**config.mk**
```make
export PLATFORM = sky130hd
export DESIGN_NAME = ehist_parser
export DESIGN_NICKNAME = d
export VERILOG_FILES = /design/src/design/ethernet_ip_protocol_histogram_unit_defines.svh /design/src/design/ehist_pkg.sv /design/src/design/ehist_parser.sv
export SDC_FILE = /design/constraint.sdc
export NUM_CORES = 1
export LEC_CHECK = 0
export ABC_AREA = 1
export BUFFER_PORTS_ARGS = -buffer_cell sky130_fd_sc_hd__buf_2
export CORE_MARGIN = 2
export CORE_UTILIZATION = 60
export CTS_CLUSTER_SIZE = 24
export DETAILED_ROUTE_END_ITERATION = 8
export GPL_TIMING_DRIVEN = 1
export PLACE_DENSITY_LB_ADDON = 0.05
export SLEW_MARGIN = 20
export SYNTH_ARGS = -nofsm -noshare
export SYNTH_HDL_FRONTEND = slang
export SYNTH_SLANG_ARGS = --single-unit
```
**constraint.sdc**
```tcl
create_clock -name clk_i -period 10.61 [get_ports clk_i]
set_clock_uncertainty 0.2 [all_clocks]
set_input_delay 1.061 -clock clk_i [delete_from_list [all_inputs] [get_ports clk_i]]
set_output_delay 1.061 -clock clk_i [all_outputs]
set_load 0.05 [all_outputs]
```
**src/design/ethernet_ip_protocol_histogram_unit_defines.svh**
```systemverilog
// assertion macros for the ip protocol histogram rtl
// no dependencies
`ifndef ETHERNET_IP_PROTOCOL_HISTOGRAM_UNIT_DEFINES_SVH
`define ETHERNET_IP_PROTOCOL_HISTOGRAM_UNIT_DEFINES_SVH

// same-cycle implication
`define EHIST_ASSERT_IMPL(lbl, clk, rst_n, ante, cons) \
  lbl: assert property (@(posedge clk) disable iff (!(rst_n)) (ante) |-> (cons)) \
    else $error("assertion failed");

// next-cycle implication
`define EHIST_ASSERT_NEXT(lbl, clk, rst_n, ante, cons) \
  lbl: assert property (@(posedge clk) disable iff (!(rst_n)) (ante) |=> (cons)) \
    else $error("assertion failed");

`endif

```
**src/design/ehist_pkg.sv**
```systemverilog
// types and constants for the ip protocol histogram
// no dependencies
`default_nettype none

package ehist_pkg;

  localparam int CounterDepth  = 256;
  localparam int IdxWidth      = $clog2(CounterDepth);
  localparam int CountWidth    = 32;
  localparam int OutCountWidth = 32;
  localparam int FifoDepth     = 4;
  localparam int PtrWidth      = $clog2(FifoDepth);

  localparam logic [15:0] EthTypeVlan  = 16'h8100;
  localparam logic [15:0] EthTypeQinQ  = 16'h88A8;
  localparam logic [15:0] EthTypeIpv4  = 16'h0800;
  localparam logic [15:0] EthTypeIpv6  = 16'h86DD;
  localparam logic [4:0]  EthHdrLen    = 5'd14;
  localparam logic [4:0]  VlanTagLen   = 5'd4;
  localparam logic [7:0]  Ipv4ProtoOff = 8'd9;
  localparam logic [7:0]  Ipv6NextOff  = 8'd6;
  localparam logic [7:0]  Ipv4HdrLen   = 8'd20;
  localparam logic [7:0]  Ipv6HdrLen   = 8'd40;
  localparam logic [6:0]  PosMax       = 7'd127;

  typedef enum logic {
    OP_FRAME = 1'b0,
    OP_READ  = 1'b1
  } op_e;

  typedef enum logic {
    KIND_FRAME = 1'b0,
    KIND_READ  = 1'b1
  } kind_e;

  typedef enum logic [2:0] {
    PH_ETH   = 3'd0,
    PH_VLAN1 = 3'd1,
    PH_VLAN2 = 3'd2,
    PH_IPV4  = 3'd3,
    PH_IPV6  = 3'd4,
    PH_OTHER = 3'd5
  } phase_e;

  typedef struct packed {
    kind_e               kind;
    logic                counted;
    logic [IdxWidth-1:0] protocol;
  } cmd_t;

endpackage

`default_nettype wire

```
**src/design/ehist_parser.sv**
```systemverilog
// front end: walks frame headers byte by byte and issues counter commands
// depends on ehist_pkg
`default_nettype none

module ehist_parser import ehist_pkg::*; (
  input  wire logic                clk_i,
  input  wire logic                rst_ni,
  input  wire logic                in_fire_i,
  input  wire logic                op_i,
  input  wire logic [7:0]          data_byte_i,
  input  wire logic                last_byte_i,
  input  wire logic [IdxWidth-1:0] counter_index_i,
  output logic                     push_o,
  output cmd_t                     cmd_o
);

  logic [6:0]  pos_q, pos_d;
  logic [15:0] et_q, et_d;
  logic [4:0]  off_q, off_d;
  phase_e      ph_q, ph_d;
  logic [7:0]  fp_q, fp_d;

  always_comb begin
    logic [7:0]  p_ext;
    logic [7:0]  off_ext;
    logic [7:0]  len;
    logic [15:0] et_full;
    logic        take;
    logic        in_hdr;
    p_ext   = {1'b0, pos_q};
    off_ext = {3'b000, off_q};
    et_full = {et_q[15:8], et_q[7:0] | data_byte_i};
    take    = in_fire_i && (op_i == OP_FRAME);
    pos_d   = pos_q;
    et_d    = et_q;
    off_d   = off_q;
    ph_d    = ph_q;
    fp_d    = fp_q;
    in_hdr  = 1'b0;

    unique case (ph_q)
      PH_ETH, PH_VLAN1, PH_VLAN2: begin
        if (p_ext + 8'd2 == off_ext) begin
          et_d = {data_byte_i, 8'h00};
        end else if (p_ext + 8'd1 == off_ext) begin
          et_d = et_full;
          if ((et_full == EthTypeVlan || et_full == EthTypeQinQ) && ph_q != PH_VLAN2) begin
            off_d = off_q + VlanTagLen;
            ph_d  = (ph_q == PH_ETH) ? PH_VLAN1 : PH_VLAN2;
          end else if (et_full == EthTypeIpv4) begin
            ph_d = PH_IPV4;
          end else if (et_full == EthTypeIpv6) begin
            ph_d = PH_IPV6;
          end else begin
            ph_d = PH_OTHER;
          end
        end
      end
      PH_IPV4: begin
        if (p_ext == off_ext + Ipv4ProtoOff) begin
          fp_d = data_byte_i;
        end
      end
      PH_IPV6: begin
        if (p_ext == off_ext + Ipv6NextOff) begin
          fp_d = data_byte_i;
        end
      end
      default: begin
      end
    endcase
    if (pos_q != PosMax) begin
      pos_d = pos_q + 7'd1;
    end

    len    = {1'b0, pos_d};
    in_hdr = (ph_d == PH_ETH || ph_d == PH_VLAN1 || ph_d == PH_VLAN2);

    cmd_o.kind     = KIND_FRAME;
    cmd_o.counted  = !in_hdr;
    cmd_o.protocol = '0;
    if (ph_d == PH_IPV4 && len >= {3'b000, off_d} + Ipv4HdrLen) begin
      cmd_o.protocol = IdxWidth'(fp_d);
    end else if (ph_d == PH_IPV6 && len >= {3'b000, off_d} + Ipv6HdrLen) begin
      cmd_o.protocol = IdxWidth'(fp_d);
    end
    if (op_i == OP_READ) begin
      cmd_o.kind     = KIND_READ;
      cmd_o.counted  = 1'b0;
      cmd_o.protocol = counter_index_i;
    end
    push_o = in_fire_i && (op_i == OP_READ || last_byte_i);

    // end of frame restarts the header walk
    if (take && last_byte_i) begin
      pos_d = '0;
      et_d  = '0;
      off_d = EthHdrLen;
      ph_d  = PH_ETH;
      fp_d  = '0;
    end else if (!take) begin
      pos_d = pos_q;
      et_d  = et_q;
      off_d = off_q;
      ph_d  = ph_q;
      fp_d  = fp_q;
    end
  end

  always_ff @(posedge clk_i or negedge rst_ni) begin
    if (!rst_ni) begin
      pos_q <= '0;
      et_q  <= '0;
      off_q <= EthHdrLen;
      ph_q  <= PH_ETH;
      fp_q  <= '0;
    end else begin
      pos_q <= pos_d;
      et_q  <= et_d;
      off_q <= off_d;
      ph_q  <= ph_d;
      fp_q  <= fp_d;
    end
  end

endmodule

`default_nettype wire

```
Word-level counts from Yosys, hierarchy flattened. Index checks and enable logic that the tools add are counted.

$add $sub $neg: 8. Order comparisons: 2. Equal/unequal tests: 18. Muxes and demuxes: 31. Bitwise logic cells: 2. Reductions and logical operators: 20.

Operators with widths (number): 16-bit two-way mux (4); 8-bit two-way mux (7); 16-bit == test, second input constant (3); 5-bit two-way mux (6); 3-bit two-way mux (7); 7-bit two-way mux (3); 16-bit by 12-bit == test with 1-bit output, second input constant (1); 8-bit by 5-bit == test with 1-bit output (2); 8-bit one-hot mux with 2 select lines (1); 7-bit by 6-bit == test with 1-bit output (2); 3-bit by 2-bit == test with 1-bit output, second input constant (4); 10-bit two-way mux (1); 7-bit by 1-bit adder with 8-bit output, second input constant (1); 7-bit by 2-bit adder with 8-bit output, second input constant (1); 8-bit bitwise OR (1); 5-bit by 6-bit adder with 7-bit output, second input constant (1); 7-bit by 1-bit adder with 7-bit output, second input constant (1); 7-bit by 6-bit greater-or-equal comparator with 1-bit output (1); 7-bit greater-or-equal comparator (1); 7-bit inequality test, second input constant (1); 5-bit by 3-bit adder with 6-bit output, second input constant (1); 5-bit by 4-bit adder with 6-bit output, second input constant (1); 5-bit by 5-bit adder with 6-bit output, second input constant (1); 3-bit by 1-bit == test with 1-bit output, second input constant (2); 14 further kinds (27).

Bits in registers: 39. Input bits: 21. Output and inout bits: 11. Logic and storage cells: 87.

Logic depth before layout (Yosys ltp).
Depth after elaboration: 14. Mapped depth: 23. Depth with buffers taken out: 23.

Least setup slack after synthesis. Ideal clock, no wire load.

Path kind: input to output. From: input port data_byte_i[4]. To: output port cmd_o[0] (netlist name). Arrival: 3.591 ns. Data required time: 9.349 ns. Setup slack: 5.758 ns. Cell stages on the path: 18. Path buffers: 0. Path through: nor2_1 nand2_1 nor2_1 nand3_1 nand2_1 nand4_2 o21ai_1 ha_1 xor2_1 ha_1 a21oi_1 nand2_1 a211oi_1 nor2_1 nand2_2 nand2_4 nand2_1 nand2_1.

RTL lines: start: declaration (RTL line ehist_parser.sv:10) `input wire logic [7:0] data_byte_i,`; end: declaration (RTL line ehist_parser.sv:14) `output cmd_t cmd_o`.

==> summary.txt <==
Run status
  – Status: completed

STA
  – # setup viols final: 0
  – Fin. max-slew vios: 0
  – RSZ-0062 raised after global routing: no
  – Final worst setup slack: 5093 ps
  – Crit share post-route: 0.5200
  – Max Freq: 181.3 MHz
  – Minimum clock period: 5517 ps
  – Final hold violations: 0
  – Fin Setup TNS: 0 ps
  – Worst slew pin tran: 1076 ps
  – Max-slew headroom: 0.2800

Layout
  – Share of cells above drive strength 1: 0.1497
  – Net count, final: 539
  – Area Overhead vs Synth: 10.17%
  – FILL cells: 489
  – N_diodes: 0

Hold path
  – Hold depth: 2
  – Hold crit path type: reg -> reg
  – Hold Path End: fp_q[4]
  – Hold_sp: fp_q[4]

Place
  – Post-DP HPWL: 6088 um
  – Port buffer count: 31
  – RePlAce Congestion: 0.9514
  – Dpl ws: 5166 ps

Logic synthesis
  – Synthesis Warnings: 0
  – Seq cells post-synth: 38
  – Post-synthesis cell count: 472
  – Post-synth net total: 511
  – Synth area leaders: dfrtp_1 28%, nand2_1 17%, nor2_1 8.2%
  – Yosys top cell area share: 0.2780
  – Number of synthesized flops with an enable pin: 0
  – Mapped cell area: 3151 um^2
  – Top cells by count, synth: 140 x nand2_1, 69 x nor2_1, 54 x inv_1
  – Asr flop ratio synth: 1.000
  – Syn Area/Cell: 6.675 um^2
  – Area leader, netlist: dfrtp_1
  – Top-count cell post-synth: nand2_1
  – Most used DFF post-synth: dfrtp_1
  – Share of the yosys chip area belonging to registers: 0.3030
  – Post-synth cell types: 37

Floorplanning
  – Cell Rows: 26
  – Die width: 76.46 um
  – Initial Util: 0.6208
  – Die ar.: 5846 um^2
  – Core ar.: 5075 um^2
  – Die Ht: 76.46 um
  – # IOs: 32

Setup path
  – FF-to-FF End: et_q[8]
  – CP Capture Type: output pin
  – CP arrival: 4260 ps
  – Setup slack, reg-to-reg: 7680 ps
  – Critical path data required time: 9350 ps
  – Reg2reg start: pos_q[2]
  – Critical Path Fanout Max: 8
  – CP startpoint kind: flip-flop
  – Crit path kind: reg -> out
  – Worst Reg-to-Reg Cells: 10

Global routing
  – First-pass GRT wire length: 13770 um
  – Largest net degree at the start of global routing: 39
  – GR Overflow Total: 0
  – Total GRT Usage: 0.2900
  – Antenna violations before repair: 0
  – Vias in the first global route: 2924

CTS
  – Clock slew seen by the registers of the worst setup and hold paths: 80 ps
  – Postcts setup bufs: 0
  – Cts hold-fix bufs: 0
  – Skew-Pair Late Insertion Delay: 300 ps
  – CTS resizes: 0
  – Num CTS Buffers: 5
  – CTS tree: done
  – H-tree depth: 2
  – CTS root buf: clkbuf_8
  – Clock tree buffer depth: 2
  – Clock sink count: 38

Route
  – Vias per cell: 5.620
  – DR iter-0 viols: 330
  – Drt pass-1 iters: 7
  – Total Wirelength: 7917 um
  – Residual DRC: 0
  – Per-cell routed wire length: 13.87 um
  – Final ANT Viol Nets: 0
  – DR vias: 3209

Pwr
  – Leak Pwr: 1.898 nW
  – Final Power: 0.0004055 W
  – PwrDens: 116.8 nW/um^2
  – Peak supply drop: 0.06409 mV

Flow run
  – Max-Cap Viols: 0
==> sequential cells by signal, summed over array words and instances (netlist names) <==
signal / count
et_q: 16
fp_q: 8
off_q: 4
ph_q: 3
pos_q: 7
==> cells by family after synthesis <==
logic type / count (synthesis) / share of synthesized area
flops: 38 / 0.3030
buf+inv: 68 / 0.08816
compound gates: 58 / 0.1088
fa+ha+maj: 18 / 0.07149
simple gates: 279 / 0.3979
xor+xnor: 11 / 0.03058
==> worst max-delay path, stage by stage (launching register included) <==
cell,delay (ps)
dfrtp_1,510
ha_1,330
nand3_2,190
nor2_4,150
nand2_4,100
nand2_4,90
nand3_1,100
nor2_2,210
nand4_2,170
o21ai_1,390
ha_1,230
xor2_1,150
ha_1,260
a21oi_1,130
nand2_1,70
a211oi_1,290
nor2_1,100
nand2_2,90
nand2_4,80
nand2_1,80
nand2_1,40
buf_2,200
==> per-layer routing <==
metal / global-route usage / share of wire / vias up
met4: 0.07455 / 0.012 / 0
met3: 0.04384 / 0.082 / 8
met2: 0.4469 / 0.44 / 138
met5: 0 / 0 / -
met1: 0.4272 / 0.46 / 1488
li1: - / - / 1575
==> through the flow <==
| step | hold WS [ps] | utilization | cell area [um^2] | std cells |
|---|---|---|---|---|
| floorplan | 249.6 | - | 3151 | 472 |
| global placement | 261.6 | 0.6568 | 3333 | 563 |
| detailed placement | 270.5 | 0.6568 | 3333 | 563 |
| CTS | 291.4 | 0.6839 | 3471 | 571 |
| global route | 321.0 | 0.6839 | 3471 | 571 |
| finish | 288.4 | 0.6839 | 3471 | 571 |
==> worst max-delay path by stage <==
stage | from | end | slack [ps]
finish | pos_q[0] | cmd_o[7] | 5090
global route | data_byte_i[2] | cmd_o[2] | 4810
CTS | pos_q[0] | cmd_o[1] | 5160
detailed placement | data_byte_i[6] | cmd_o[1] | 5170
global placement | data_byte_i[6] | cmd_o[6] | 5300
floorplan | data_byte_i[4] | cmd_o[0] | 5760
==> layout make-up <==
type	count	area, um^2	area share
Inverter	58	217.7	0.06273
Multi-Input combinational cell	366	1918	0.5526
Clock inverter	3	68.82	0.01983
Timing Repair Buffer	31	155.1	0.04470
Clock buffer	5	68.82	0.01983
Sequential cell	38	954.7	0.2751
Tap cell	70	87.58	0.02523
==> cell usage in the layout, fill, tap and decap left out, drive strengths merged <==
| cell | synthesis | layout |
|---|---|---|
| nand2 | 152 | 152 |
| nor2 | 73 | 73 |
| inv | 58 | 58 |
| dfrtp | 35 | 35 |
| nand3 | 33 | 33 |
| buf | 7 | 31 |
| a21oi | 19 | 19 |
| o21ai | 19 | 19 |
| ha | 18 | 18 |
| nand4 | 10 | 10 |
| xor2 | 9 | 9 |
| o22ai | 8 | 8 |
| nor3 | 8 | 8 |
| o31ai | 5 | 5 |
| clkbuf | 3 | 5 |
| dfstp | 3 | 3 |
| a211oi | 2 | 2 |
| xnor2 | 2 | 2 |
| o21a | 2 | 2 |
| bufinv | 0 | 2 |
| nor3b | 1 | 1 |
| o21bai | 1 | 1 |
| o221ai | 1 | 1 |
| o211ai | 1 | 1 |
| nor4 | 1 | 1 |
| or2 | 1 | 1 |
| clkinv | 0 | 1 |
==> report_power, final <==
| part | switching, W | leakage (nW) | internal (W) |
|---|---|---|---|
| registers | 0.00000995 | 0.511 | 0.000154 |
| logic | 0.0000620 | 1.32 | 0.0000292 |
| clock network | 0.0000563 | 0.0683 | 0.0000943 |
| total | 0.000128 | 1.90 | 0.000277 |
No activity file was read; power rests on OpenSTA's default activity.
