## config.mk

```make
export PLATFORM = sky130hd
export DESIGN_NAME = ehist_fifo
export DESIGN_NICKNAME = d
export VERILOG_FILES = /design/src/design/ethernet_ip_protocol_histogram_unit_defines.svh /design/src/design/ehist_pkg.sv /design/src/design/ehist_fifo.sv
export SDC_FILE = /design/constraint.sdc
export NUM_CORES = 1
export LEC_CHECK = 0
export BUFFER_PORTS_ARGS = -buffer_cell sky130_fd_sc_hd__buf_2
export CELL_PAD_IN_SITES_DETAIL_PLACEMENT = 1
export CELL_PAD_IN_SITES_GLOBAL_PLACEMENT = 1
export CORE_MARGIN = 2
export CORE_UTILIZATION = 45
export CTS_CLUSTER_DIAMETER = 150
export DETAILED_ROUTE_END_ITERATION = 10
export GPL_TIMING_DRIVEN = 0
export HOLD_SLACK_MARGIN = 0.06
export PLACE_DENSITY = 0.85
export SLEW_MARGIN = 20
export SYNTH_ARGS = -nofsm -noshare
export SYNTH_HDL_FRONTEND = slang
export SYNTH_SLANG_ARGS = --single-unit
```

## constraint.sdc

```tcl
create_clock -name clk_i -period 3.67 [get_ports clk_i]
set_clock_uncertainty 0.05 [all_clocks]
set_input_delay 0.5505 -clock clk_i [delete_from_list [all_inputs] [get_ports clk_i]]
set_output_delay 0.5505 -clock clk_i [all_outputs]
set_load 0.02 [all_outputs]
```

## src/design/ethernet_ip_protocol_histogram_unit_defines.svh

```systemverilog
// assertion macros for the ip protocol histogram rtl
// no dependencies
`ifndef ETHERNET_IP_PROTOCOL_HISTOGRAM_UNIT_DEFINES_SVH
`define ETHERNET_IP_PROTOCOL_HISTOGRAM_UNIT_DEFINES_SVH

// same-cycle implication
`define EHIST_ASSERT_IMPL(lbl, clk, rst_n, ante, cons) \
  lbl: assert property (@(posedge clk) disable iff (!(rst_n)) (ante) |-> (cons)) \
    else $error("assertion failed");

// next-cycle implication
`define EHIST_ASSERT_NEXT(lbl, clk, rst_n, ante, cons) \
  lbl: assert property (@(posedge clk) disable iff (!(rst_n)) (ante) |=> (cons)) \
    else $error("assertion failed");

`endif

```

## src/design/ehist_pkg.sv

```systemverilog
// types and constants for the ip protocol histogram
// no dependencies
`default_nettype none

package ehist_pkg;

  localparam int CounterDepth  = 256;
  localparam int IdxWidth      = $clog2(CounterDepth);
  localparam int CountWidth    = 32;
  localparam int OutCountWidth = 32;
  localparam int FifoDepth     = 4;
  localparam int PtrWidth      = $clog2(FifoDepth);

  localparam logic [15:0] EthTypeVlan  = 16'h8100;
  localparam logic [15:0] EthTypeQinQ  = 16'h88A8;
  localparam logic [15:0] EthTypeIpv4  = 16'h0800;
  localparam logic [15:0] EthTypeIpv6  = 16'h86DD;
  localparam logic [4:0]  EthHdrLen    = 5'd14;
  localparam logic [4:0]  VlanTagLen   = 5'd4;
  localparam logic [7:0]  Ipv4ProtoOff = 8'd9;
  localparam logic [7:0]  Ipv6NextOff  = 8'd6;
  localparam logic [7:0]  Ipv4HdrLen   = 8'd20;
  localparam logic [7:0]  Ipv6HdrLen   = 8'd40;
  localparam logic [6:0]  PosMax       = 7'd127;

  typedef enum logic {
    OP_FRAME = 1'b0,
    OP_READ  = 1'b1
  } op_e;

  typedef enum logic {
    KIND_FRAME = 1'b0,
    KIND_READ  = 1'b1
  } kind_e;

  typedef enum logic [2:0] {
    PH_ETH   = 3'd0,
    PH_VLAN1 = 3'd1,
    PH_VLAN2 = 3'd2,
    PH_IPV4  = 3'd3,
    PH_IPV6  = 3'd4,
    PH_OTHER = 3'd5
  } phase_e;

  typedef struct packed {
    kind_e               kind;
    logic                counted;
    logic [IdxWidth-1:0] protocol;
  } cmd_t;

endpackage

`default_nettype wire

```

## src/design/ehist_fifo.sv

```systemverilog
// short command queue between header parser and counter pipeline
// depends on ehist_pkg
`default_nettype none

module ehist_fifo import ehist_pkg::*; (
  input  wire logic clk_i,
  input  wire logic rst_ni,
  input  wire logic push_i,
  input  wire cmd_t cmd_i,
  output logic      full_o,
  input  wire logic pop_i,
  output logic      valid_o,
  output cmd_t      cmd_o
);

  cmd_t                slot_q [FifoDepth];
  logic [PtrWidth-1:0] wr_q, wr_d;
  logic [PtrWidth-1:0] rd_q, rd_d;
  logic [PtrWidth:0]   cnt_q, cnt_d;

  assign full_o  = (cnt_q == (PtrWidth+1)'(FifoDepth));
  assign valid_o = (cnt_q != '0);
  assign cmd_o   = slot_q[rd_q];

  always_comb begin
    wr_d  = push_i ? wr_q + PtrWidth'(1) : wr_q;
    rd_d  = pop_i ? rd_q + PtrWidth'(1) : rd_q;
    cnt_d = cnt_q + (PtrWidth+1)'(push_i) - (PtrWidth+1)'(pop_i);
  end

  always_ff @(posedge clk_i) begin
    if (push_i) begin
      slot_q[wr_q] <= cmd_i;
    end
  end

  always_ff @(posedge clk_i or negedge rst_ni) begin
    if (!rst_ni) begin
      wr_q  <= '0;
      rd_q  <= '0;
      cnt_q <= '0;
    end else begin
      wr_q  <= wr_d;
      rd_q  <= rd_d;
      cnt_q <= cnt_d;
    end
  end

endmodule

`default_nettype wire

```

* Yosys cells after proc, flatten, opt, wreduce, memory -nomap -nowiden
Memory sizes are Yosys's and may differ from the RTL's.
Cells that the tools add are included.
** Word-level totals
- Input bits :: 14
- Bits in latches :: 0
- Memory bits (writable) :: 40
- Output and inout port bits :: 12
- Register bits after elaboration :: 7
- ROM bits :: 0
- Memories kept :: 1
- Word-level logic and storage cells :: 12
** Cells by class
- Shifts and indexed selects :: 0
- Eq/ne operators :: 1
- Multipliers :: 0
- Magnitude comparators :: 0
- Add/subtract/negate cells :: 4
- Divide/modulo/power cells :: 0
- Mux-type cells :: 2
- Reduce and logical (&&, ||, !) cells :: 1
- Bitwise gates (word level) :: 0
** Memory list
- slot_q :: depth 4, width 10, read ports 1, clocked after memory_dff 0, wr ports 1, RTL line ehist_fifo.sv:16 : cmd_t slot_q [FifoDepth];
** Operators with widths (number)
- $add A2 B1 Y2 const B :: 2
- $add A3 B1 Y3 :: 1
- $eq A3 B3 Y1 const B :: 1
- $reduce_bool A3 Y1 :: 1
- $sub A3 B1 Y3 :: 1
- $mux W1 :: 2

* Depth between registers and ports, before layout
Gate-level depths: netlist (run 1).
- Depth in word-level cells :: 2
- Depth in mapped cells :: 6
- Depth with buffers taken out :: 6

* Worst setup path after synthesis (run 1)
No wires, ideal clock.
- Path type :: flip-flop to output port
- From :: register rd_q[0]
- To :: output cmd_o[1] in the netlist's numbering
- Path buffers :: 1
- Data required time :: 3.069 ns
- Data arrival time :: 1.127 ns
- Cell stages (with the launch flop) :: 3
- Path slack :: 1.942 ns
- Cell sequence :: dfrtp_1 -> buf_6 -> mux4_2
** RTL lines
- start: declaration :: RTL line ehist_fifo.sv:18 : logic [PtrWidth-1:0] rd_q, rd_d;
- start signal: assignment :: RTL line ehist_fifo.sv:44 : rd_q <= rd_d;
- end: declaration :: RTL line ehist_fifo.sv:13 : output cmd_t cmd_o

==> flow_results.xml, run 1 <==
<?xml version="1.0" encoding="UTF-8"?>
<metrics>
  <group name="status">
    <metric name="status" unit="">finished, final reports clean</metric>
  </group>
  <group name="finish">
    <metric name="diodes" unit="">0</metric>
    <metric name="final_common_cell" unit="">sky130_fd_sc_hd__edfxtp_1</metric>
    <metric name="fillerInstances" unit="">368</metric>
    <metric name="multiInputGateArea" unit="µm²">422</metric>
    <metric name="finalInstanceArea" unit="µm²">2170</metric>
    <metric name="layout.nets" unit="">140</metric>
    <metric name="flow.area_growth_from_synthesis" unit="%">18.0</metric>
    <metric name="most-common-layout-cells" unit="">sky130_fd_sc_hd__edfxtp_1, sky130_fd_sc_hd__buf_2, sky130_fd_sc_hd__mux4_2</metric>
    <metric name="seqCellArea" unit="µm²">1380</metric>
    <metric name="final_layout_size_suffix_gt1_share" unit="%">35.0</metric>
  </group>
  <group name="die">
    <metric name="floorplan.die.height" unit="µm">67.9</metric>
    <metric name="floorplan.rows" unit="">23</metric>
    <metric name="initial_core_util" unit="%">46.3</metric>
    <metric name="dieWidth" unit="µm">67.9</metric>
    <metric name="floorplan.die_area" unit="µm²">4610</metric>
    <metric name="boundaryPins" unit="">26</metric>
    <metric name="design.core.area" unit="µm²">3970</metric>
  </group>
  <group name="yosys">
    <metric name="ffs_w_async_s_r_synth" unit="%">14.9</metric>
    <metric name="synth_simple_gate_area_share" unit="%">2.45</metric>
    <metric name="yosys-top-cells-area" unit="">sky130_fd_sc_hd__edfxtp_1, sky130_fd_sc_hd__mux4_2, sky130_fd_sc_hd__dfrtp_1</metric>
    <metric name="synth-xor-area-share" unit="%">2.38</metric>
    <metric name="yosys.cell_types.count" unit="">16</metric>
    <metric name="yosysWarnings" unit="">0</metric>
    <metric name="post-synth-top-area-fraction" unit="%">65.4</metric>
    <metric name="synth_edf_count" unit="">40</metric>
    <metric name="syn-mean-instance-area" unit="µm²">21.4</metric>
    <metric name="netlist_area" unit="µm²">1840</metric>
    <metric name="cells_after_synth" unit="">86</metric>
    <metric name="yosys-mux-area-fraction" unit="%">12.7</metric>
    <metric name="compound_gate_portion_of_the_synthesized_area" unit="%">0.272</metric>
    <metric name="synth.yosys.seq_area_share" unit="%">74.9</metric>
    <metric name="synth-seq-cells" unit="">47</metric>
    <metric name="synth_adder_area_share" unit="%">5.18</metric>
    <metric name="main_combinational_cell_family_by_area_after_synthesis" unit="">multiplexers</metric>
    <metric name="syn_nets" unit="">107</metric>
    <metric name="ys_dominant_reg_cell" unit="">sky130_fd_sc_hd__edfxtp_1</metric>
    <metric name="synth_top_cell_by_area" unit="">sky130_fd_sc_hd__edfxtp_1</metric>
  </group>
  <group name="pwr">
    <metric name="clkPwrFrac" unit="%">24.3</metric>
    <metric name="ir_worst_vdd" unit="mV">0.320</metric>
    <metric name="total_power" unit="mW">1.78</metric>
    <metric name="reg_power_share" unit="%">43.4</metric>
    <metric name="combinationalPowerShare" unit="%">32.3</metric>
    <metric name="leakage" unit="nW">0.823</metric>
    <metric name="p_sw_share" unit="%">30.6</metric>
    <metric name="p_sw" unit="µW">543</metric>
    <metric name="cellPowerDensity" unit="nW/µm²">820</metric>
    <metric name="pint" unit="mW">1.23</metric>
  </group>
  <group name="setup_path">
    <metric name="rr_startpoint" unit="">cnt_q[0]</metric>
    <metric name="critPathSlowestCell" unit="">sky130_fd_sc_hd__mux4_2</metric>
    <metric name="worst_setup_path_end_kind" unit="">output pin</metric>
    <metric name="worstPathArrival" unit="ps">1620</metric>
    <metric name="setup_slack_of_the_worst_register_to_register_path" unit="ps">2090</metric>
    <metric name="crit_path_max_fanout" unit="">10</metric>
    <metric name="start_kind" unit="">register</metric>
    <metric name="critical_path_class" unit="">register to output pin</metric>
    <metric name="cp_slowest_stage_delay" unit="ps">520</metric>
    <metric name="worst_setup_path_startpoint" unit="">rd_q[0]</metric>
    <metric name="worstPathRequired" unit="ps">3070</metric>
    <metric name="cp_cell_sequence" unit="">buf_6 &gt; mux4_2 &gt; buf_2</metric>
  </group>
  <group name="sta">
    <metric name="unrepaired_setup_endpoints_after_global_routing" unit="">false</metric>
    <metric name="number_of_failing_hold_endpoints_at_the_final_stage" unit="">0</metric>
    <metric name="max_clock_freq" unit="GHz">0.449</metric>
    <metric name="timing_max_transition_violations_final" unit="">0</metric>
    <metric name="min_period" unit="ps">2230</metric>
    <metric name="post-route-worst-setup-slack" unit="ps">1440</metric>
    <metric name="layout_worst_path_cycle_share" unit="%">60.6</metric>
    <metric name="slew_headroom" unit="%">62.5</metric>
    <metric name="setup-violations-final" unit="">0</metric>
    <metric name="actual_transition_at_the_worst_max_transition_pin" unit="ps">563</metric>
    <metric name="tns" unit="ps">0</metric>
  </group>
  <group name="clock_tree">
    <metric name="cts.clk_slew.worst_paths" unit="ps">80</metric>
    <metric name="cts_bufs_inserted" unit="">5</metric>
    <metric name="h-tree-depth" unit="">2</metric>
    <metric name="clock_latency" unit="ps">290</metric>
    <metric name="number_of_hold_buffers_added_after_cts" unit="">1</metric>
    <metric name="post_cts_resize_count" unit="">0</metric>
    <metric name="tritoncts" unit="">yes</metric>
    <metric name="cts.root.buffer_cell" unit="">sky130_fd_sc_hd__clkbuf_8</metric>
    <metric name="cts_sinks" unit="">47</metric>
    <metric name="cts-root-to-sink-buffers" unit="">2</metric>
    <metric name="cts_setup_buffers" unit="">0</metric>
  </group>
  <group name="route">
    <metric name="drt-vias-per-instance" unit="">5.09</metric>
    <metric name="initialDrtViolationCount" unit="">39</metric>
    <metric name="detailedRoute.firstPassIterationCount" unit="">4</metric>
    <metric name="detailroute.via_count" unit="">866</metric>
    <metric name="route.detailed.wl_per_inst" unit="µm">18.7</metric>
    <metric name="antenna_left" unit="">0</metric>
    <metric name="drc_errors" unit="">0</metric>
    <metric name="totalWireLength" unit="µm">3180</metric>
  </group>
  <group name="min_path">
    <metric name="hold_start" unit="">pop_i</metric>
    <metric name="hold_path.class" unit="">primary input to register</metric>
  </group>
  <group name="place">
    <metric name="gp_congestion" unit="">0.657</metric>
    <metric name="detailedPlacementHpwl" unit="µm">2290</metric>
    <metric name="placement.setup.worst_slack" unit="ps">1740</metric>
    <metric name="detailed_place.area" unit="µm²">2020</metric>
    <metric name="port_buffers" unit="">25</metric>
  </group>
  <group name="flow_run">
    <metric name="maxCapViolCount" unit="">0</metric>
  </group>
  <group name="grt">
    <metric name="grt_first_pass_wirelength" unit="µm">5020</metric>
    <metric name="antenna_found_initial" unit="">0</metric>
    <metric name="grt_start_max_net_pins" unit="">15</metric>
    <metric name="grt.overflow.total" unit="">0</metric>
    <metric name="grt.met2_usage" unit="%">28.4</metric>
    <metric name="grt_busiest_layer" unit="">met2</metric>
    <metric name="grt.met3_usage" unit="%">4.93</metric>
    <metric name="number_of_global_route_vias_before_repair" unit="">929</metric>
    <metric name="grtUsageMet1" unit="%">19.4</metric>
    <metric name="groute.usage.overall" unit="%">16.4</metric>
  </group>
</metrics>
registers in the layout, indices dropped and copies added (netlist names):
name    flops
slot_q     40
cnt_q       3
rd_q        2
wr_q        2
worst max-delay path, delay by kind of cell, from the launching register on:
kind / cells / cell delay [ps]
buffers and inverters: 2 / 380
DFF: 1 / 420
muxes: 1 / 520
layer usage:
layer | vias up | share of wire [%]
li1 | 395 | -
met1 | 442 | 39
met2 | 23 | 54
met3 | 6 | 5.3
met4 | 0 | 1.5
met5 | - | 0
path summary, 6_finish.rpt:
kind	end	cells after the start
hold reg to reg	wr_q[0]	1
setup reg to reg	cnt_q[2]	6
hold / removal	rd_q[0]	2
max in group asynchronous	wr_q[1]	2
setup / recovery	cmd_o[3]	3
min in group asynchronous	rd_q[1]	2
area by class of cell:
class / count / area share, %
Clock inverter: 2 / 2.77
Multi-Input combinational cell: 31 / 19.5
Tap cell: 50 / 2.89
Buffer: 2 / 0.751
Inverter: 6 / 1.04
Clock buffer: 6 / 3.35
Sequential cell: 47 / 63.5
Timing Repair Buffer: 26 / 6.24
metrics by stage:
| stage | hold WS [ps] | std cells | utilization [%] |
|---|---|---|---|
| finish | 411 | 170 | 54.6 |
| global route | 410 | 170 | 54.6 |
| CTS | 406 | 170 | 54.6 |
| detailed placement | 349 | 161 | 51.0 |
| global placement | 339 | 161 | 51.0 |
| floorplan | 205 | 86 | - |
cell usage after synthesis, types with 2 or more instances:
cell / count
sky130_fd_sc_hd__edfxtp_1: 40
sky130_fd_sc_hd__inv_1: 6
sky130_fd_sc_hd__mux4_1: 2
sky130_fd_sc_hd__xor2_1: 3
sky130_fd_sc_hd__nand2_1: 2
sky130_fd_sc_hd__xnor2_1: 2
sky130_fd_sc_hd__mux4_2: 8
sky130_fd_sc_hd__and2_1: 4
sky130_fd_sc_hd__dfrtp_1: 7
sky130_fd_sc_hd__ha_1: 6
power by group through the flow:
| stage | registers, mW | clock network, mW | logic, mW |
|---|---|---|---|
| 3_3_place_gp | 0.767 | 0 | 0.560 |
| 6_report | 0.772 | 0.431 | 0.574 |
| 5_1_grt | 0.787 | 0.458 | 0.643 |
| 3_5_place_dp | 0.786 | 0 | 0.585 |
| 2_1_floorplan | 0.760 | 0 | 0.423 |
| 4_1_cts | 0.775 | 0.441 | 0.589 |
logic make-up (layout without fill, tap and decap cells):
logic type,Yosys count,after routing
and+or+nand+nor,8,8
adders and majority gates,7,7
DFF,47,47
muxes,10,10
AOI/OAI and AO/OA,1,1
buffers and inverters,8,42
xor gates and xnor gates,5,5
Note: power is estimated with default switching activity, not from simulation.
==> run 2, diff against run 1 <==
--- a/config.mk
+++ b/config.mk
@@ -9,7 +9,7 @@
 export CELL_PAD_IN_SITES_DETAIL_PLACEMENT = 1
 export CELL_PAD_IN_SITES_GLOBAL_PLACEMENT = 1
 export CORE_MARGIN = 2
-export CORE_UTILIZATION = 45
+export CORE_UTILIZATION = 43
 export CTS_CLUSTER_DIAMETER = 150
 export DETAILED_ROUTE_END_ITERATION = 10
 export GPL_TIMING_DRIVEN = 0
==> constraint.sdc (replaced) <==
create_clock -name clk_i -period 2 [get_ports clk_i]
set_clock_uncertainty 0.05 [all_clocks]
set_input_delay 0.3 -clock clk_i [delete_from_list [all_inputs] [get_ports clk_i]]
set_output_delay 0.3 -clock clk_i [all_outputs]
set_load 0.02 [all_outputs]
==> run 2 against run 1 <==
Flip-flop and latch count unchanged; via count down 1.2%; clock-buffer cell count unchanged; utilization down 2.3 points; largest cell class unchanged; largest power group unchanged.
==> flow_results.xml, run 2 (synthesized netlist as in run 1, its figures left out) <==
<?xml version="1.0" encoding="UTF-8"?>
<metrics>
  <group name="pwr">
    <metric name="p_sw_share" unit="%">32.6</metric>
    <metric name="ir_worst_vdd" unit="mV">0.707</metric>
    <metric name="clkPwrFrac" unit="%">17.4</metric>
    <metric name="leakage" unit="nW">0.798</metric>
    <metric name="total_power" unit="mW">2.99</metric>
    <metric name="pint" unit="mW">2.01</metric>
    <metric name="reg_power_share" unit="%">47.2</metric>
    <metric name="combinationalPowerShare" unit="%">35.3</metric>
    <metric name="cellPowerDensity" unit="nW/µm²">1410</metric>
    <metric name="p_sw" unit="µW">974</metric>
  </group>
  <group name="die">
    <metric name="floorplan.die.height" unit="µm">69.4</metric>
    <metric name="floorplan.rows" unit="">23</metric>
    <metric name="initial_core_util" unit="%">45.3</metric>
    <metric name="design.core.area" unit="µm²">4060</metric>
    <metric name="floorplan.die_area" unit="µm²">4810</metric>
    <metric name="boundaryPins" unit="">26</metric>
    <metric name="dieWidth" unit="µm">69.4</metric>
  </group>
  <group name="route">
    <metric name="drt-vias-per-instance" unit="">5.04</metric>
    <metric name="detailedRoute.firstPassIterationCount" unit="">2</metric>
    <metric name="antenna_left" unit="">0</metric>
    <metric name="initialDrtViolationCount" unit="">72</metric>
    <metric name="route.detailed.wl_per_inst" unit="µm">18.5</metric>
    <metric name="detail_route.wirelength.met1" unit="µm">1300</metric>
    <metric name="met2WireLength" unit="µm">1700</metric>
    <metric name="detailroute.via_count" unit="">856</metric>
    <metric name="wl_met3" unit="µm">129</metric>
    <metric name="drc_errors" unit="">0</metric>
    <metric name="top_layer_used" unit="">met4</metric>
    <metric name="totalWireLength" unit="µm">3140</metric>
  </group>
  <group name="finish">
    <metric name="most-common-layout-cells" unit="">sky130_fd_sc_hd__edfxtp_1, sky130_fd_sc_hd__buf_2, sky130_fd_sc_hd__mux4_2</metric>
    <metric name="top_reg_by_flops" unit="">slot_q</metric>
    <metric name="fillerInstances" unit="">374</metric>
    <metric name="diodes" unit="">0</metric>
    <metric name="stdcell_count" unit="">170</metric>
    <metric name="final_layout_size_suffix_gt1_share" unit="%">34.2</metric>
    <metric name="largest_reg_flops" unit="">40</metric>
    <metric name="layout.nets" unit="">140</metric>
    <metric name="flow.area_growth_from_synthesis" unit="%">15.4</metric>
    <metric name="final_common_cell" unit="">sky130_fd_sc_hd__edfxtp_1</metric>
    <metric name="finalInstanceArea" unit="µm²">2120</metric>
    <metric name="reg.largest.list" unit="">slot_q x40, cnt_q x3</metric>
  </group>
  <group name="sta">
    <metric name="layout_worst_path_cycle_share" unit="%">94.7</metric>
    <metric name="number_of_failing_hold_endpoints_at_the_final_stage" unit="">0</metric>
    <metric name="tns" unit="ps">0</metric>
    <metric name="unrepaired_setup_endpoints_after_global_routing" unit="">false</metric>
    <metric name="setup-violations-final" unit="">0</metric>
    <metric name="max_clock_freq" unit="GHz">0.528</metric>
    <metric name="hold_ws" unit="ps">182</metric>
    <metric name="timing_max_transition_violations_final" unit="">0</metric>
    <metric name="actual_transition_at_the_worst_max_transition_pin" unit="ps">548</metric>
    <metric name="slew_headroom" unit="%">63.5</metric>
    <metric name="min_period" unit="ps">1890</metric>
  </group>
  <group name="clock_tree">
    <metric name="h-tree-depth" unit="">2</metric>
    <metric name="cts_sinks" unit="">47</metric>
    <metric name="cts.clk_slew.worst_paths" unit="ps">80</metric>
    <metric name="cts_bufs_inserted" unit="">5</metric>
    <metric name="cts.root.buffer_cell" unit="">sky130_fd_sc_hd__clkbuf_8</metric>
    <metric name="clock_latency" unit="ps">280</metric>
    <metric name="cts-root-to-sink-buffers" unit="">2</metric>
    <metric name="tritoncts" unit="">yes</metric>
  </group>
  <group name="setup_path">
    <metric name="worstReg2RegEnd" unit="">cnt_q[2]</metric>
    <metric name="worstPathRequired" unit="ps">1650</metric>
    <metric name="rr_worst_depth" unit="">6</metric>
    <metric name="worst_setup_path_end_kind" unit="">output pin</metric>
    <metric name="start_kind" unit="">register</metric>
    <metric name="crit_path_max_fanout" unit="">10</metric>
    <metric name="rr_startpoint" unit="">cnt_q[0]</metric>
    <metric name="critical_path_class" unit="">register to output pin</metric>
    <metric name="worstPathArrival" unit="ps">1540</metric>
    <metric name="setup_slack_of_the_worst_register_to_register_path" unit="ps">440</metric>
  </group>
  <group name="grt">
    <metric name="antenna_found_initial" unit="">0</metric>
    <metric name="grt_start_max_net_pins" unit="">14</metric>
    <metric name="number_of_global_route_vias_before_repair" unit="">1017</metric>
    <metric name="grt.overflow.total" unit="">0</metric>
    <metric name="grt_first_pass_wirelength" unit="µm">5080</metric>
    <metric name="groute.usage.overall" unit="%">14.0</metric>
  </group>
  <group name="status">
    <metric name="status" unit="">finished, final reports clean</metric>
  </group>
  <group name="min_path">
    <metric name="hold_end" unit="">slot_q[3][0]</metric>
    <metric name="hold_depth" unit="">1</metric>
    <metric name="hold_start" unit="">cmd_i[0]</metric>
    <metric name="hold_path.class" unit="">primary input to register</metric>
  </group>
  <group name="flow_run">
    <metric name="maxCapViolCount" unit="">0</metric>
  </group>
  <group name="place">
    <metric name="gp_congestion" unit="">0.658</metric>
    <metric name="placed_cells_incl_taps" unit="">161</metric>
    <metric name="port_buffers" unit="">25</metric>
    <metric name="detailed_place.area" unit="µm²">2020</metric>
    <metric name="detailedPlacementHpwl" unit="µm">2260</metric>
  </group>
</metrics>
-- run 2: cell count changes in the layout (fill, tap and decap cells not counted) --
| cell | delta |
|---|---|
| sky130_fd_sc_hd__bufinv_16 | -2 |
| sky130_fd_sc_hd__buf_8 | +1 |
| sky130_fd_sc_hd__dfrtp_2 | +1 |
| sky130_fd_sc_hd__buf_6 | -1 |
| sky130_fd_sc_hd__clkinv_1 | +2 |
| sky130_fd_sc_hd__dfrtp_1 | -1 |
-- run 2: power by group through the flow --
stage / sequential [mW] / clock [mW] / combinational [mW]
finish: 1.41 / 0.520 / 1.06
global route: 1.44 / 0.571 / 1.16
CTS: 1.41 / 0.536 / 1.07
detailed placement: 1.43 / 0 / 1.07
global placement: 1.41 / 0 / 1.03
floorplan: 1.39 / 0 / 0.776
-- run 2: layer usage --
metal / vias to the layer above / GRT usage (%)
li1: 395 / -
met1: 437 / 16.1
met2: 22 / 25.6
met3: 2 / 4.07
met4: 0 / 3.27
met5: - / 0
-- run 2: cell type report --
cell class	instances	area [µm²]	share of cell area, %
multi-input combinational	31	422	19.9
inverter	6	22.5	1.06
tap	50	62.6	2.95
clock inverter	2	7.51	0.354
sequential	47	1380	65.0
clock buffer	6	72.6	3.42
timing repair buffer	26	135	6.38
buffer	2	20.0	0.945
-- run 2: worst max-delay path by stage --
stage,from,endpoint,slack [ps],cells after the start
CTS,rd_q[0],cmd_o[4],20,3
floorplan,cnt_q[0],cnt_q[2],520,6
global route,rd_q[0],cmd_o[2],40,3
finish,rd_q[0],cmd_o[4],110,3
global placement,rd_q[0],cmd_o[3],370,3
detailed placement,rd_q[0],cmd_o[4],340,3
-- run 2: critical path: stages, from the launching register on --
cell and delay [ps]:
sky130_fd_sc_hd__dfrtp_2 410, sky130_fd_sc_hd__buf_8 170, sky130_fd_sc_hd__mux4_2 500, sky130_fd_sc_hd__buf_2 180
-- run 2: repair_timing --
item | 4_1_cts | 5_1_grt
hold buffers | 1 | 0
gates resized for setup | 0 | 2
buffers inserted | 0 | 0
setup endpoints to repair | 0 | 7
endpoints found under the hold margin | 7 | 0
-- run 2: stage by stage --
stage	setup WS [ps]	utilization (%)
2_1_floorplan	518	-
3_3_place_gp	366	49.9
3_5_place_dp	343	49.9
4_1_cts	24.1	52.1
5_1_grt	35.8	52.2
6_report	106	52.2
